<file path="src/sv/fir_pkg.sv">
`default_nettype none

package fir_pkg;

  // Request codes carried in req_type
  localparam logic [1:0] REQ_FILTER = 2'd0;
  localparam logic [1:0] REQ_LOAD   = 2'd1;
  localparam logic [1:0] REQ_CLEAR  = 2'd2;

  // Fixed-point formats
  localparam int SAMPLE_W = 16;
  localparam int PROD_W   = 32;
  localparam int ACC_W    = 40;
  localparam int FRAC_W   = 15;
  localparam int TAP_W    = 8;
  localparam int IDX_W    = 7;

  localparam logic [TAP_W-1:0] TAP_COUNT_RESET = 8'd101;

  // Microprogram step addresses
  typedef logic [2:0] step_t;
  localparam step_t STEP_IDLE  = 3'd0;
  localparam step_t STEP_LOAD  = 3'd1;
  localparam step_t STEP_CLEAR = 3'd2;
  localparam step_t STEP_PUSH  = 3'd3;
  localparam step_t STEP_LOOP  = 3'd4;
  localparam step_t STEP_FINAL = 3'd5;

  // Sequencer operations
  typedef enum logic [2:0] {
    SEQ_NEXT     = 3'd0,  // advance to the following step
    SEQ_JUMP     = 3'd1,  // go to target
    SEQ_DISPATCH = 3'd2,  // hold until a beat, then branch on req_type
    SEQ_LOOP     = 3'd3,  // hold while the MAC pipeline is busy, then advance
    SEQ_WAIT_OUT = 3'd4   // hold until the output register is free, then jump
  } seq_op_t;

  // Datapath controls, one bit per action
  typedef struct packed {
    logic in_ready;
    logic wr_coef;
    logic clr_hist;
    logic push;
    logic run;
    logic emit;
  } ctl_t;

  // Status returned to the sequencer
  typedef struct packed {
    logic       accept;
    logic [1:0] req_type;
    logic       busy;
    logic       out_free;
  } stat_t;

  typedef struct packed {
    ctl_t    ctl;
    seq_op_t seq;
    step_t   target;
  } uword_t;

  // Control store
  function automatic uword_t ucode(input step_t step);
    uword_t w;
    w        = '0;
    w.seq    = SEQ_JUMP;
    w.target = STEP_IDLE;
    case (step)
      STEP_IDLE: begin
        w.ctl.in_ready = 1'b1;
        w.seq          = SEQ_DISPATCH;
      end
      STEP_LOAD: begin
        w.ctl.wr_coef = 1'b1;
      end
      STEP_CLEAR: begin
        w.ctl.clr_hist = 1'b1;
      end
      STEP_PUSH: begin
        w.ctl.push = 1'b1;
        w.seq      = SEQ_NEXT;
      end
      STEP_LOOP: begin
        w.ctl.run = 1'b1;
        w.seq     = SEQ_LOOP;
      end
      STEP_FINAL: begin
        w.ctl.emit = 1'b1;
        w.seq      = SEQ_WAIT_OUT;
      end
      default: begin
        w.seq = SEQ_JUMP;
      end
    endcase
    return w;
  endfunction

endpackage

`default_nettype wire

</file>
<file path="src/sv/fir_seq.sv">
`default_nettype none

module fir_seq (
  input  wire logic           clk,
  input  wire logic           rst,
  input  wire fir_pkg::stat_t stat,
  output fir_pkg::ctl_t       ctl
);

  fir_pkg::step_t  upc;
  fir_pkg::step_t  upc_next;
  fir_pkg::uword_t uword;

  // Fetch the control word of the current step
  assign uword = fir_pkg::ucode(upc);
  assign ctl   = uword.ctl;

  // Pick the next step
  always_comb begin
    upc_next = upc;
    case (uword.seq)
      fir_pkg::SEQ_NEXT: begin
        upc_next = fir_pkg::step_t'(upc + 3'd1);
      end
      fir_pkg::SEQ_JUMP: begin
        upc_next = uword.target;
      end
      fir_pkg::SEQ_DISPATCH: begin
        if (stat.accept) begin
          unique case (stat.req_type)
            fir_pkg::REQ_FILTER: upc_next = fir_pkg::STEP_PUSH;
            fir_pkg::REQ_LOAD:   upc_next = fir_pkg::STEP_LOAD;
            fir_pkg::REQ_CLEAR:  upc_next = fir_pkg::STEP_CLEAR;
            default:             upc_next = fir_pkg::STEP_IDLE;
          endcase
        end
      end
      fir_pkg::SEQ_LOOP: begin
        if (!stat.busy) begin
          upc_next = fir_pkg::step_t'(upc + 3'd1);
        end
      end
      fir_pkg::SEQ_WAIT_OUT: begin
        if (stat.out_free) begin
          upc_next = uword.target;
        end
      end
      default: begin
        upc_next = fir_pkg::STEP_IDLE;
      end
    endcase
  end

  // Step counter
  always_ff @(posedge clk) begin
    if (rst) begin
      upc <= fir_pkg::STEP_IDLE;
    end else begin
      upc <= upc_next;
    end
  end

endmodule

`default_nettype wire

</file>
<file path="config.mk">
export PLATFORM = sky130hd
export DESIGN_NAME = fir_seq
export DESIGN_NICKNAME = d
export VERILOG_FILES = /design/src/sv/fir_pkg.sv /design/src/sv/fir_seq.sv
export SDC_FILE = /design/constraint.sdc
export NUM_CORES = 1
export LEC_CHECK = 0
export BUFFER_PORTS_ARGS = -buffer_cell sky130_fd_sc_hd__buf_2
export CAP_MARGIN = 20
export CELL_PAD_IN_SITES_DETAIL_PLACEMENT = 1
export CELL_PAD_IN_SITES_GLOBAL_PLACEMENT = 1
export CORE_AREA = 3 3 40 42
export DETAILED_ROUTE_END_ITERATION = 8
export DIE_AREA = 0 0 43 45
export PLACE_DENSITY = 0.56
export SKIP_CTS_REPAIR_TIMING = 1
export SLEW_MARGIN = 20
export SYNTH_ARGS = -nofsm -noshare
export SYNTH_HDL_FRONTEND = slang
export SYNTH_SLANG_ARGS = --single-unit
</file>
<file path="constraint.sdc">
create_clock -name clk -period 3.4 [get_ports clk]
set_input_delay 0.51 -clock clk [delete_from_list [all_inputs] [get_ports clk]]
set_output_delay 0.51 -clock clk [all_outputs]
set_load 0.005 [all_outputs]
</file>
==> metrics, run 1 <==
status completed; Leak approximately 0.22 nW; Final WS setup between 1500 and 2000 ps; Top Registers upc: 3 flops; Synth Area per Inst ~9.2 um2; worst vdd ir 0.270 mV; TritonCTS clock tree done; first-pass GRT wire length ~1200 um; GP Congestion roughly 0.66; top sig layer met4; slowest CP cell dfxtp_1; drt first-iter violations 0; final wirelength around 730 um; pin count of the biggest net entering global routing 10; synthesized area about 310 um2; htree depth 1; met3 routed WL between 30 and 40 um; Synth warnings 0; sequential area share after synthesis about a fifth; Yosys reg bits 3; DRC 0; chip height 45 um; crit path cell chain inv_1, ha_1, and2_2, buf_2; M1 WL roughly 320 um; final setup fails 0; Yosys top cell area share between 20% and 30%; dpl ws 1660 ps; syn nets 46; clock-pin transition on the worst setup and hold timing paths 40 ps; Met2 Routed Length roughly 350 um; clock skew ~0.31 ps; clk buf depth 2; Pwr Density roughly 880 nW/um2; cell taking the most area after synthesis ha_1; Avg Vias per Cell approximately 4.3; Final Slew Violations 0; nets between 60 and 70; FMAX roughly 0.55 GHz; Setup TNS 0 ps; clk sink count 3; CP peak stage delay approximately 400 ps; WP data required ~2900 ps; ratio of final minimum period to clock period roughly 54%; Worst Hold Class in -> reg; Initial Util between 20% and 30%; Overflow after GRT 0; drt pass-1 iters 1; Worst-Skew Late Latency roughly 230 ps; number of max-cap violations 0; CP delay by family, top flip-flops; DIE WIDTH 43 um; Buf+Inv Stages, Crit Path 2; area of the die between 1500 and 2000 um2; Startpoint Class flop; global-route usage over all layers under 10%; crit path kind reg -> out; initial antenna violation count 0; Slew Limit Headroom 77.7%; Cells after Synth 34; Detail Route Antenna Nets 0; CP max FO 7; Crit path arrival time between 1000 and 1500 ps; nature of the critical path endpoint output pin; antenna cell count 0; Port Buffers 12; DR WL/cell approximately 11 um; worst slew pin tran approximately 330 ps; Final min period 1820 ps; ratio of cells with drive above 1 in the final layout between 40% and 50%; fillers around 170; Reg with most FFs upc; number of buffers created by CTS 3; Rows 13; via count between 200 and 300; RSZ-0062 raised after global routing no; area delta synth->final 33.7%; Synth area leaders ha_1 (20%), dfxtp_1 (19%), inv_1 (7.2%), o221a_1 (7.2%), a211oi_4 (6.4%); number of flip-flops in the largest register 3; DP HPWL approximately 600 um; Hold Vio Cnt, Final 0; count of cell types in the netlist 17; vias in the first global route 306; CTS root buf clkbuf_4; io pins 13; core area between 1000 and 1500 um2
cell type report:
cell class                 instances  area, um2  area share [%]
clock buffer                       4       26.3            6.31
inverter                           6       22.5            5.41
multi-input combinational         25        229            55.0
sequential                         3       60.1            14.4
tap                               15       18.8            4.50
timing repair buffer              12       60.1            14.4
synth_stat cells, drive strengths merged:
library cell,number
ha,5
a211oi,1
inv,6
and4b,1
and2b,3
nand2,2
o21a,1
nor3,3
o221ai,1
and4bb,1
nor3b,1
dfxtp,3
and2,1
nor2,2
nand2b,1
o221a,2
stage by stage:
step	hold WS [ps]	instance area [um2]	utilization (%)	instances	total power, mW
2_1_floorplan	510	312	-	34	0.238
3_3_place_gp	540	390	30.4	61	0.310
3_5_place_dp	546	390	30.4	61	0.309
4_1_cts	466	417	32.4	65	0.377
5_1_grt	483	417	32.4	65	0.408
6_report	475	417	32.4	65	0.368
path summary, 6_finish.rpt:
check,start,to,slack [ps],cells past startpoint
worst min register to register,upc[0]$_SDFFE_PP0P_,upc[0]$_SDFFE_PP0P_,550,2
worst max-delay path,upc[0]$_SDFFE_PP0P_,ctl[1],1580,4
worst max register to register,upc[2]$_SDFFE_PP0P_,upc[1]$_SDFFE_PP0P_,1670,6
worst min-delay path,rst,upc[2]$_SDFFE_PP0P_,480,2
cells by family after synthesis:
group                    share of synthesized area [%]
flip-flops                                        19.3
AND/OR/NAND/NOR                                   34.5
AO/OA/AOI/OAI                                     18.9
buffers and inverters                             7.23
adder cells (fa/ha/maj)                           20.1
cells in the final DEF (no fill, tap or decap):
master,count
a211oi_4,1
and2_2,1
and2b_1,1
and2b_2,2
and4b_1,1
and4bb_4,1
buf_2,12
clkbuf_1,1
clkbuf_4,3
dfxtp_1,3
ha_1,5
inv_1,6
nand2_1,2
nand2b_1,1
nor2_1,2
nor3_1,3
nor3b_2,1
o21a_1,1
o221a_1,2
o221ai_1,1
where the power goes:
part           switching, mW  internal [mW]  total, mW
sequential            0.0250         0.0519     0.0769
clock                 0.0192         0.0440     0.0632
combinational          0.114          0.114      0.228
total                  0.158          0.210      0.368
layer usage:
| layer | up-vias | global-route usage [%] |
|---|---|---|
| met5 | - | 0 |
| met4 | 0 | 10.8 |
| met3 | 4 | 1.20 |
| met2 | 7 | 14.4 |
| met1 | 121 | 9.83 |
| li1 | 149 | - |
(Power assumes the default switching activity.)
==> inputs of run 2 (changes only) <==
--- a/config.mk
+++ b/config.mk
@@ -12,7 +12,7 @@
 export CORE_AREA = 3 3 40 42
 export DETAILED_ROUTE_END_ITERATION = 8
 export DIE_AREA = 0 0 43 45
-export PLACE_DENSITY = 0.56
+export PLACE_DENSITY = 0.59
 export SKIP_CTS_REPAIR_TIMING = 1
 export SLEW_MARGIN = 20
 export SYNTH_ARGS = -nofsm -noshare
==> constraint.sdc (replaced) <==
create_clock -name clk -period 1.5 [get_ports clk]
set_input_delay 0.225 -clock clk [delete_from_list [all_inputs] [get_ports clk]]
set_output_delay 0.225 -clock clk [all_outputs]
set_load 0.005 [all_outputs]
==> run 2 against run 1 <==
  * The run now ends with negative setup slack left
  * Combinational power rose to 3.8 times the previous value
  * Routed wire length up 27%
  * Global-route usage up 1.3 points
  * Register-to-register slack worse by 1700 ps
  * Worst hold slack worse by 270 ps
  * Sequential share of layout area down 2.3 points
  * Non-clock buffer count up 7
  * Via count up 17%
  * Critical path type is now reg -> reg
==> metrics, run 2 (synthesized netlist as in run 1, its figures left out) <==
status finished, violations left; failing checks negative setup slack; CP delay by family, top compound AO/OA/AOI/OAI gates; final setup fails 3; commonest non-fill, non-tap cell in the layout buf_2; CP peak stage delay 360 ps; Rows 13; Leak approximately 0.26 nW; dpl ws -88.0 ps; Reg with most FFs upc; ratio of final minimum period to clock period 104%; Final WS setup -53.1 ps; final wirelength between 900 and 1000 um; Port Buffers 12; Final Slew Violations 0; Buf+Inv Stages, Crit Path 0; io pins 13; Pwr Density between 2000 and 2500 nW/um2; DIE WIDTH between 40 and 50 um; Final min period about 1600 ps; slowest CP cell dfxtp_4; initial antenna violation count 0; Worst Hold Class in -> reg; FF-to-FF setup slack -50 ps; Startpoint Class flop; TritonCTS clock tree done; worst vdd ir a little over 0.9 mV; non-filler cells, final 72; number of flip-flops in the largest register 3; ratio of cells with drive above 1 in the final layout 71.9%; vias in the first global route 330; Crit path arrival time approximately 1700 ps; via count 330; Detail Route Antenna Nets 0; nature of the critical path endpoint flop; Overflow after GRT 0; first-pass GRT wire length between 1000 and 1500 um; Crit path top cell by count ha_4; Worst-Skew Late Latency ~230 ps; DRC 0; drt first-iter violations 3; core area ~1300 um2; global-route usage over all layers 10.5%; Slew Limit Headroom about 77%; GP Congestion ~0.75; FMAX roughly 0.64 GHz; area delta synth->final 79.1%; DP HPWL 691 um; Top Registers upc: 3 flops; Hold Vio Cnt, Final 0; area of the die a little under 2000 um2; Power, Total 1.20 mW; WP data required approximately 1600 ps; RSZ-0062 raised after global routing yes; clock skew approximately 1.6 ps; htree depth 1; clk buf depth 2; antenna cell count 0; worst slew pin tran approximately 340 ps; number of max-cap violations 0; chip height roughly 45 um; clk sink count 3; DR WL/cell ~13 um; pin count of the biggest net entering global routing 9; Setup TNS -88.4 ps; Initial Util approximately 24%; crit path kind reg -> reg; drt pass-1 iters 3; commonest cells after routing, fill and taps aside buf_2 (12), buf_4 (6), inv_1 (4), ha_4 (4), clkbuf_4 (3); crit path cell chain ha_4, ha_4, nand2b_4, a211oi_4, o221a_1, nor3_2; number of buffers created by CTS 3; nets 70; final core utilization 43.4%; clock-pin transition on the worst setup and hold timing paths roughly 40 ps; cell count after placement 68; Avg Vias per Cell 4.58; CP max FO 4; CTS root buf clkbuf_4
==> run 2: cell types whose count changed in the layout (fill, tap and decap cells not counted), sizes merged <==
| cell | change |
|---|---|
| buf | +7 |
==> run 2: where the power goes <==
| part | total (mW) | internal, mW | switching (mW) |
|---|---|---|---|
| combinational | 0.861 | 0.471 | 0.390 |
| sequential | 0.197 | 0.136 | 0.0617 |
| clock | 0.141 | 0.0997 | 0.0414 |
==> run 2: final cells by class <==
type	instances	area (um2)
multi-input cells	25	307
inverters	6	22.5
fillers	166	727
well taps	15	18.8
flip-flops and latches	3	67.6
clock buffers	4	26.3
repair buffers	19	116
==> run 2: stage by stage <==
step	area [um2]	hold slack (ps)
4_1_cts	482	181
2_1_floorplan	324	296
3_3_place_gp	455	421
3_5_place_dp	455	424
6_report	558	202
5_1_grt	558	196
==> run 2: path summary, 6_finish.rpt <==
check,from,end,cells past startpoint
max reg2reg,upc[0]$_SDFFE_PP0P_,upc[0]$_SDFFE_PP0P_,6
min reg2reg,upc[1]$_SDFFE_PP0P_,upc[1]$_SDFFE_PP0P_,3
min,rst,upc[0]$_SDFFE_PP0P_,2
max,upc[0]$_SDFFE_PP0P_,upc[0]$_SDFFE_PP0P_,6
==> run 2: metal layers <==
| layer | GRT usage [%] | share of wire, % |
|---|---|---|
| met4 | 7.23 | 0 |
| met3 | 3.19 | 5.4 |
| met1 | 11.3 | 42 |
| met2 | 17.7 | 53 |
| met5 | 0 | 0 |
